===== src/rtl/core/dpt_pkg.sv =====
`timescale 1ns / 1ps
// ----------------------------------------------------------------------------
// dpt_pkg: shared types and constants of the door position tracker
// Position codes, configuration indexes and reset values, the tracker state
// record and the result record.
// ----------------------------------------------------------------------------
package dpt_pkg;

  typedef logic [1:0] pos_t;

  localparam pos_t POS_UNKNOWN = 2'd0;
  localparam pos_t POS_OPEN    = 2'd1;
  localparam pos_t POS_CLOSED  = 2'd2;

  localparam int CFG_IDX_W  = 1;
  localparam int CFG_DATA_W = 8;

  localparam logic [CFG_IDX_W-1:0] CFG_TIMEOUT_TICKS = 1'd0;
  localparam logic [CFG_IDX_W-1:0] CFG_HOLD_TICKS    = 1'd1;

  localparam logic [7:0] TIMEOUT_TICKS_RST = 8'd20;
  localparam logic [7:0] HOLD_TICKS_RST    = 8'd3;
  localparam logic [7:0] COUNT_MAX         = 8'hFF;

  localparam logic MODE_TICK   = 1'b0;
  localparam logic MODE_TOGGLE = 1'b1;

  typedef struct packed {
    pos_t       last_position;
    pos_t       goal_position;
    logic       in_motion;
    logic       closed_reported;
    logic       timer_armed;
    logic [7:0] timer_count;
    logic [7:0] hold_count;
    logic       outcome_reported;
    logic       failed_flag;
    logic       skip_next_tick;
  } trk_state_t;

  localparam trk_state_t TRK_STATE_RST = '{
    last_position:    POS_UNKNOWN,
    goal_position:    POS_UNKNOWN,
    in_motion:        1'b0,
    closed_reported:  1'b0,
    timer_armed:      1'b0,
    timer_count:      8'd0,
    hold_count:       8'd0,
    outcome_reported: 1'b0,
    failed_flag:      1'b0,
    skip_next_tick:   1'b0
  };

  typedef struct packed {
    pos_t       known_position;
    pos_t       target_position;
    logic       moving;
    logic       shown_closed;
    logic       sensor_fault;
    logic       reached_event;
    logic       failed_event;
    logic       reach_failed;
    logic       stopped_mid_event;
    logic [7:0] ticks_left;
    logic       timeout_running;
  } trk_result_t;

  typedef struct packed {
    logic mode;
    logic open_sensor;
    logic closed_sensor;
  } trk_req_t;

endpackage


===== src/rtl/core/door_position_tracker_core.sv =====
`timescale 1ns / 1ps
// ----------------------------------------------------------------------------
// door_position_tracker_core: door position tracker, top level
// Follows a door from open/closed end sensors and relay-toggle requests,
// tracking known and target position, hold and timeout counters, and
// giving one result per request.
// ----------------------------------------------------------------------------
//
//   channel | ports                          | direction | handshake
//   --------+--------------------------------+-----------+------------------
//   in      | in_mode, in_*_sensor           | to core   | in_valid/in_stall
//   out     | out_* result fields            | from core | out_valid/out_stall
//   cfg     | cfg_we, cfg_index, cfg_data    | to core   | write on cfg_we
//
// - Two register stages: request register, then result register. A request
//   passes through both before it is presented on the out side; one request
//   per cycle sustained while the out side does not stall.
// - The tracker state is updated as a request moves from the request
//   register into the result register, by the single-pass logic in
//   dpt_update.
// - A stall on the out side holds the result; the request register still
//   takes one more request, so in_stall rises only with both stages full.
// - Synchronous active-low reset clears the valid flags, the tracker state
//   and restores timeout_ticks to 20 and hold_ticks to 3.
// ----------------------------------------------------------------------------
module door_position_tracker_core
  import dpt_pkg::*;
(
  input  logic                  clk,
  input  logic                  rst_n,

  input  logic                  cfg_we,
  input  logic [CFG_IDX_W-1:0]  cfg_index,
  input  logic [CFG_DATA_W-1:0] cfg_data,

  input  logic                  in_valid,
  output logic                  in_stall,
  input  logic                  in_mode,
  input  logic                  in_open_sensor,
  input  logic                  in_closed_sensor,

  output logic                  out_valid,
  input  logic                  out_stall,
  output logic [1:0]            out_known_position,
  output logic [1:0]            out_target_position,
  output logic                  out_moving,
  output logic                  out_shown_closed,
  output logic                  out_sensor_fault,
  output logic                  out_reached_event,
  output logic                  out_failed_event,
  output logic                  out_reach_failed,
  output logic                  out_stopped_mid_event,
  output logic [7:0]            out_ticks_left,
  output logic                  out_timeout_running
);

  // configuration registers
  logic [7:0] timeout_ticks_r;
  logic [7:0] hold_ticks_r;

  // request register
  logic     req_valid_r;
  trk_req_t req_r;

  // result register
  logic        res_valid_r;
  trk_result_t res_r;

  // tracker state
  trk_state_t  state_r;
  trk_state_t  state_nxt;
  trk_result_t res_nxt;

  logic res_free;   // result register can take a new result
  logic advance;    // request moves into the result stage
  logic in_take;    // request accepted on the in side

  assign res_free = !res_valid_r || !out_stall;
  assign advance  = req_valid_r && res_free;
  assign in_stall = req_valid_r && !res_free;
  assign in_take  = in_valid && !in_stall;

  always_ff @(posedge clk) begin
    if (!rst_n) begin
      timeout_ticks_r <= TIMEOUT_TICKS_RST;
      hold_ticks_r    <= HOLD_TICKS_RST;
    end else if (cfg_we) begin
      case (cfg_index)
        CFG_TIMEOUT_TICKS: timeout_ticks_r <= cfg_data;
        CFG_HOLD_TICKS:    hold_ticks_r    <= cfg_data;
        default: ;
      endcase
    end
  end

  // request stage
  always_ff @(posedge clk) begin
    if (!rst_n) begin
      req_valid_r <= 1'b0;
    end else if (in_take) begin
      req_valid_r <= 1'b1;
    end else if (advance) begin
      req_valid_r <= 1'b0;
    end
  end

  always_ff @(posedge clk) begin
    if (in_take) begin
      req_r.mode          <= in_mode;
      req_r.open_sensor   <= in_open_sensor;
      req_r.closed_sensor <= in_closed_sensor;
    end
  end

  dpt_update u_update (
    .req           (req_r),
    .cur           (state_r),
    .timeout_ticks (timeout_ticks_r),
    .hold_ticks    (hold_ticks_r),
    .nxt           (state_nxt),
    .res           (res_nxt)
  );

  // tracker state commits only when the request leaves the first stage
  always_ff @(posedge clk) begin
    if (!rst_n) begin
      state_r <= TRK_STATE_RST;
    end else if (advance) begin
      state_r <= state_nxt;
    end
  end

  // result stage
  always_ff @(posedge clk) begin
    if (!rst_n) begin
      res_valid_r <= 1'b0;
    end else if (res_free) begin
      res_valid_r <= req_valid_r;
    end
  end

  always_ff @(posedge clk) begin
    if (advance) begin
      res_r <= res_nxt;
    end
  end

  assign out_valid             = res_valid_r;
  assign out_known_position    = res_r.known_position;
  assign out_target_position   = res_r.target_position;
  assign out_moving            = res_r.moving;
  assign out_shown_closed      = res_r.shown_closed;
  assign out_sensor_fault      = res_r.sensor_fault;
  assign out_reached_event     = res_r.reached_event;
  assign out_failed_event      = res_r.failed_event;
  assign out_reach_failed      = res_r.reach_failed;
  assign out_stopped_mid_event = res_r.stopped_mid_event;
  assign out_ticks_left        = res_r.ticks_left;
  assign out_timeout_running   = res_r.timeout_running;

endmodule


===== src/rtl/core/dpt_update.sv =====
`timescale 1ns / 1ps
// ----------------------------------------------------------------------------
// dpt_update: next-state and result logic of the door position tracker
// One request in, the next tracker state and its result out, all
// combinational.
// ----------------------------------------------------------------------------
module dpt_update
  import dpt_pkg::*;
(
  input  trk_req_t    req,
  input  trk_state_t  cur,
  input  logic [7:0]  timeout_ticks,
  input  logic [7:0]  hold_ticks,
  output trk_state_t  nxt,
  output trk_result_t res
);

  logic fault;
  logic reached;
  logic failed_ev;
  logic stopped;

  always_comb begin
    nxt       = cur;
    fault     = 1'b0;
    reached   = 1'b0;
    failed_ev = 1'b0;
    stopped   = 1'b0;

    if (req.mode == MODE_TOGGLE) begin
      nxt.timer_count      = timeout_ticks;
      nxt.timer_armed      = 1'b1;
      nxt.failed_flag      = 1'b0;
      nxt.skip_next_tick   = 1'b1;
      nxt.hold_count       = 8'd0;
      nxt.outcome_reported = 1'b0;
      if (cur.in_motion) begin
        // reversal while travelling
        stopped = 1'b1;
        if (cur.goal_position == POS_CLOSED) begin
          nxt.goal_position = POS_OPEN;
        end else if (cur.goal_position == POS_OPEN) begin
          nxt.goal_position = POS_CLOSED;
        end
      end else if (cur.last_position == POS_CLOSED) begin
        nxt.goal_position = POS_OPEN;
      end else if (cur.last_position == POS_OPEN) begin
        nxt.goal_position = POS_CLOSED;
      end
    end else begin
      if (!cur.skip_next_tick) begin
        // sensor sample
        nxt.in_motion       = 1'b0;
        nxt.closed_reported = 1'b0;
        if (req.open_sensor && req.closed_sensor) begin
          fault             = 1'b1;
          nxt.last_position = POS_UNKNOWN;
        end else if (req.open_sensor) begin
          nxt.last_position = POS_OPEN;
        end else if (req.closed_sensor) begin
          nxt.last_position   = POS_CLOSED;
          nxt.closed_reported = 1'b1;
        end else begin
          nxt.in_motion = 1'b1;
        end
        if (!nxt.in_motion && (cur.goal_position == POS_UNKNOWN)) begin
          nxt.goal_position = nxt.last_position;
        end

        // hold / timeout bookkeeping
        if ((nxt.goal_position == nxt.last_position) && !nxt.in_motion) begin
          if (cur.hold_count > hold_ticks) begin
            nxt.timer_armed = 1'b0;
            nxt.timer_count = 8'd0;
            nxt.failed_flag = 1'b0;
            if (!cur.outcome_reported) begin
              nxt.outcome_reported = 1'b1;
              reached              = 1'b1;
            end
          end else if (cur.hold_count != COUNT_MAX) begin
            nxt.hold_count = cur.hold_count + 8'd1;
          end
        end else if (cur.timer_armed && (cur.timer_count != 8'd0)) begin
          nxt.timer_count      = cur.timer_count - 8'd1;
          nxt.hold_count       = 8'd0;
          nxt.outcome_reported = 1'b0;
        end

        if (nxt.timer_armed && (nxt.timer_count == 8'd0)) begin
          if (!nxt.outcome_reported) begin
            nxt.outcome_reported = 1'b1;
            failed_ev            = 1'b1;
          end
          nxt.failed_flag = 1'b1;
          nxt.hold_count  = 8'd0;
        end
      end
      nxt.skip_next_tick = 1'b0;
    end
  end

  always_comb begin
    res.known_position    = nxt.last_position;
    res.target_position   = nxt.goal_position;
    res.moving            = nxt.in_motion;
    res.shown_closed      = nxt.closed_reported;
    res.sensor_fault      = fault;
    res.reached_event     = reached;
    res.failed_event      = failed_ev;
    res.reach_failed      = nxt.failed_flag;
    res.stopped_mid_event = stopped;
    res.ticks_left        = nxt.timer_armed ? nxt.timer_count : 8'd0;
    res.timeout_running   = nxt.timer_armed;
  end

endmodule


===== config.mk =====
export PLATFORM = sky130hd
export DESIGN_NAME = door_position_tracker_core
export DESIGN_NICKNAME = d
export VERILOG_FILES = /design/src/rtl/core/dpt_pkg.sv /design/src/rtl/core/door_position_tracker_core.sv /design/src/rtl/core/dpt_update.sv
export SDC_FILE = /design/constraint.sdc
export NUM_CORES = 1
export LEC_CHECK = 0
export ABC_AREA = 1
export BUFFER_PORTS_ARGS = -buffer_cell sky130_fd_sc_hd__buf_2
export CAP_MARGIN = 20
export CORE_MARGIN = 2
export CORE_UTILIZATION = 49
export CTS_CLUSTER_SIZE = 16
export DETAILED_ROUTE_END_ITERATION = 8
export PLACE_DENSITY_LB_ADDON = 0.3
export SETUP_SLACK_MARGIN = 0.2
export SLEW_MARGIN = 10
export SYNTH_ARGS = -nofsm -noshare
export SYNTH_HDL_FRONTEND = slang
export SYNTH_HIERARCHICAL = 1
export SYNTH_SLANG_ARGS = --single-unit

===== constraint.sdc =====
create_clock -name clk -period 5.7 [get_ports clk]
set_input_delay 0.57 -clock clk [delete_from_list [all_inputs] [get_ports clk]]
set_output_delay 0.57 -clock clk [all_outputs]
set_load 0.005 [all_outputs]

## Yosys cells after proc, flatten, opt, wreduce, memory -nomap -nowiden

Cells that the tools add are included.

| cells by class | value |
|---|---|
| add/subtract/negate cells | 2 |
| order comparisons | 1 |
| equality and inequality tests | 9 |
| mux-type cells | 43 |
| bitwise operators | 4 |
| reduce and logical (&&, ||, !) cells | 26 |

Operator list:

| cell | count |
|---|---|
| two-way mux 17 bit | 4 |
| two-way mux 2 bit | 21 |
| two-way mux 25 bit | 1 |
| two-way mux 20 bit | 1 |
| two-way mux 8 bit | 2 |
| two-way mux 1 bit | 12 |
| two-way mux 10 bit | 1 |
| two-way mux 9 bit | 1 |
| adder 8 x 1 -> 8 bit (second input constant) | 1 |
| > comparator 8 bit | 1 |
| logical AND 1 bit | 8 |
| zero test 8 bit | 1 |
| != test 4 bit (second input constant) | 2 |
| != test 8 bit (second input constant) | 1 |
| nonzero test 8 bit | 1 |
| subtractor 8 x 1 -> 8 bit (second input constant) | 1 |
| AND reduction 2 bit | 3 |
| zero test 1 bit | 5 |
| AND reduction 5 bit | 1 |
| == test 2 x 1 -> 1 bit (second input constant) | 2 |
| == test 2 bit (second input constant) | 2 |
| NOT 1 bit | 4 |
| nonzero test 4 bit | 1 |
| OR reduction 4 bit | 1 |
| other kinds (7) | 7 |

| storage, ports and cells | value |
|---|---|
| bits in registers | 67 |
| input bits | 17 |
| output and inout bits | 22 |

## Longest topological paths before layout

| depth | value |
|---|---|
| depth after elaboration | 20 |
| gate-level depth with buffers | 24 |
| depth with buffers taken out | 23 |

## By module

Netlist, hierarchy kept.

Modules (own cells, without submodules):

| module | instances | cells an instance | area an instance (sq um) |
|---|---|---|---|
| door_position_tracker_core | 1 | 283 | 2558.7 |
| dpt_update | 1 | 338 | 1850.5 |

## Least setup slack after synthesis

No wires, ideal clock.

| timing path | value |
|---|---|
| kind | reg-to-reg |
| from | register state_r[10] (netlist name) |
| to | register state_r[8] (netlist name) |
| arrival | 1982 ps |
| required time | 5585 ps |
| setup slack | 3603 ps |
| cell stages (with the launch flop) | 20 |
| buffers on the path | 1 |
| clock period less this slack | 2097 ps |
| cells stage by stage | dfxtp_1 -> ha_1 -> nand2_1 -> nor2_4 -> nand2_1 -> nand2_2 -> nand2_2 -> buf_6 -> nand2_1 -> nand2_1 -> nand2_2 -> nand2_2 -> nor2_4 -> nand3_4 -> nand2_1 -> inv_1 -> inv_1 -> nand3_1 -> nand2_1 -> nor2_1 |

RTL lines:

| what | line | source |
|---|---|---|
| start: declaration | door_position_tracker_core.sv:70 | `trk_state_t state_r;` |
| start signal: assignment | door_position_tracker_core.sv:129 | `state_r <= state_nxt;` |

==> reports/metrics.cfg <==
[outcome]
outcome=completed

[power_and_ir_drop]
leakagePower_uw=0.002216
powerDensity_mw_per_mm2=281.6
power_uw=1319
ir_drop_uv=142.5

[detailed_routing]
drt_first_pass_iters=4
drc_errors=0
dr.first_iter.drc_count=240
detail_route.wl_per_cell_um=13.63
num_vias=3936
ant_nets=0
via_per_inst=5.283
wl_um=10150

[floorplan]
dieHeight_um=98.86
fp.dieW_um=98.86
initial_core_util_pct=50.56
core_mm2=0.008721
dieArea_mm2=0.009773
io_pins=39
fp-row-count=34

[placed_design]
routabilityCongestion=0.9014
dp_cells=728
port_buffers=38
dp_hpwl_um=7125

[worst_setup_path]
cp.arrival_ns=2.84
endpoint_kind=flop
reg2reg_to=state_r[8]
worst-endpoint-required_ns=5.95
endpoint=state_r[8]
crit_start=state_r[11]
critical_path_class=flop to flop
start_kind=flop
r2r_cells=18
r2r-start=state_r[11]
path_max_fanout=12
r2r_setup_slack_ns=3.10

[yosys]
synthDistinctLibCells=44
yosys-top-cells-area=dfxtp_1 20%, edfxtp_1 16%, nand2_1 13%
netlist_area_mm2=0.004409
synth_warnings=6
synth_async_sr_flop_share_pct=0
ys.flop_type=dfxtp_1
ys_seq_area_share_pct=35.64
yosysTopAreaCellShare_pct=19.98
synth-seq-cells=67
syn-num-nets=649
post_synth.cell_area_avg_um2=7.100
netlist_instances=621
yosys.area.top_type=dfxtp_1
synth-edff-count=23

[final_layout]
syn_to_final_growth_pct=6.186
antennaDiodeCount=0
nNetsFinal=660
num-fill-cells=849
layout-drive-gt1-share_pct=16.64
fin_cells=745

[timing]
timing.final.crit_period_ns=2.597
setup_violations=0
fin_crit_sh_pct=45.56
max_slew_margin_pct=35.04
slew_violations=0
hold_viol=0
clock.fmax_mhz=385.1
fin_setup_tns_ns=0
rsz0062_at_grt=no
tightestPinTransition_ns=0.9709
fin_skew_ns=0.01139

[clocking]
cts.path.max_buffers=2
cts_hold_buf=0
cts_setup_buffers=0
h-tree-depth=3
cts_resized=0
cts_root_buf=clkbuf_8
clk_latency_ns=0.35
clock_sinks=67
tritoncts=done
cts_made_buffers=9
clk_pin_slew_worst_paths_ns=0.08

[global_route]
grtUsageTotal_pct=21.72
grt_max_degree=54
grt-ovfl-total=0
grt_pass1_wl_um=17170
grt_pass1_vias=3569
antenna_found_initial=0

[min_path]
min-delay-start=in_closed_sensor
hold_class=primary input to flop

[job]
max_cap_violations=0

## worst min-delay path by stage
| stage | endpoint | slack, ns | depth (start not counted) |
|---|---|---|---|
| 2_1_floorplan | hold_ticks_r[2] | 0.44 | 2 |
| 3_3_place_gp | hold_ticks_r[6] | 0.45 | 2 |
| 3_5_place_dp | hold_ticks_r[6] | 0.46 | 2 |
| 4_1_cts | req_r[0] | 0.37 | 1 |
| 5_1_grt | req_r[0] | 0.37 | 1 |
| 6_report | req_r[0] | 0.39 | 1 |
## layout by cell type, fill, tap and decap left out, drive strengths merged
cell type    n
dfxtp       44
nand2      165
buf         40
clkbuf       9
nor2        65
a21o         1
nand3       66
o22ai        1
xor2         2
a21oi       57
a211oi       1
inv         92
edfxtp      23
nand4        6
bufinv       2
xnor2        1
o21ai       19
nor3         5
a31oi        1
o221ai       1
clkinv       6
o31ai        1
o211ai      14
nand3b       4
ha          11
## cells in the mapped netlist, types with 2 or more instances
| library cell | instances |
|---|---|
| inv_1 | 81 |
| clkbuf_1 | 4 |
| xor2_1 | 2 |
| o211ai_1 | 12 |
| a21oi_1 | 55 |
| nand3_2 | 5 |
| buf_6 | 7 |
| nor3_1 | 4 |
| nor2_1 | 59 |
| dfxtp_1 | 44 |
| clkinv_1 | 2 |
| buf_4 | 17 |
| o21ai_0 | 15 |
| nand3b_1 | 4 |
| nand2_4 | 2 |
| buf_2 | 9 |
| o211ai_2 | 2 |
| o21ai_2 | 3 |
| nand2_1 | 148 |
| nand3_1 | 59 |
| a21oi_2 | 2 |
| ha_1 | 11 |
| nor2_4 | 5 |
| nand2_2 | 14 |
| nand3_4 | 2 |
| edfxtp_1 | 23 |
| nand4_1 | 5 |
| inv_2 | 9 |
## registers in the layout, indices dropped and copies added (netlist names)
register,cells
out_known_position,2
out_moving,1
timeout_ticks_r,8
hold_ticks_r,8
out_shown_closed,1
out_stopped_mid_event,1
req_valid_r,1
out_valid,1
out_timeout_running,1
out_reach_failed,1
out_target_position,2
out_sensor_fault,1
out_reached_event,1
out_ticks_left,8
state_r,26
req_r,3
out_failed_event,1
## area by class of cell
class,instances,area [um2],area share (%)
clock inverters,7,100.1,2.138
well taps,108,135.1,2.886
clock buffers,9,123.9,2.646
repair buffers,40,209.0,4.463
flip-flops and latches,67,1572,33.57
multi-input cells,421,2188,46.74
inverters,93,354.1,7.563
## worst max-delay path, cell delays in order, from the launching register on
cell and delay, ns:
dfxtp_1 0.38, inv_1 0.13, ha_1 0.23, nand3_2 0.12
nor2_4 0.06, nor2_4 0.34, nand2_4 0.12, clkinv_1 0.14
nand3_1 0.09, nand3_2 0.08, nand2_2 0.07, nor2_4 0.16
nand3_4 0.14, nand2_1 0.13, inv_1 0.04, inv_1 0.04
nand3_1 0.07, nand2_1 0.10, nor2_1 0.04
## metrics by stage
stage	hold slack, ns	util [%]	worst slack (ns)	cell area (um2)
floorplan	0.4410	-	3.603	4409
global placement	0.4519	50.99	3.137	4447
detailed placement	0.4592	50.99	3.154	4447
CTS	0.3716	53.56	3.129	4671
global route	0.3743	53.69	2.866	4682
finish	0.3915	53.69	3.103	4682
## cells by family (layout without fill, tap and decap cells)
family / Yosys count / count (layout) / share of synthesized area [%]
simple gates: 311 / 311 / 33.17
buf+inv: 133 / 149 / 14.81
xor+xnor: 3 / 3 / 0.5960
flops: 67 / 67 / 35.64
compound gates: 96 / 96 / 12.66
fa+ha+maj: 11 / 11 / 3.121
## layer usage
layer  GRT usage, %  up-vias  routed length (um)
met5              0        -                   0
met4          6.112        0                 102
met3          4.397       10                 537
met2          33.52      111                4679
met1          30.95     1800                4834
li1               -     2015                   -
## power by group
part / switching, uW / total, uW / internal (uW)
clock network: 204 / 453 / 249
logic: 203 / 310 / 106
registers: 28.8 / 556 / 527
total: 436 / 1320 / 883
No activity file was read; power rests on OpenSTA's default activity.
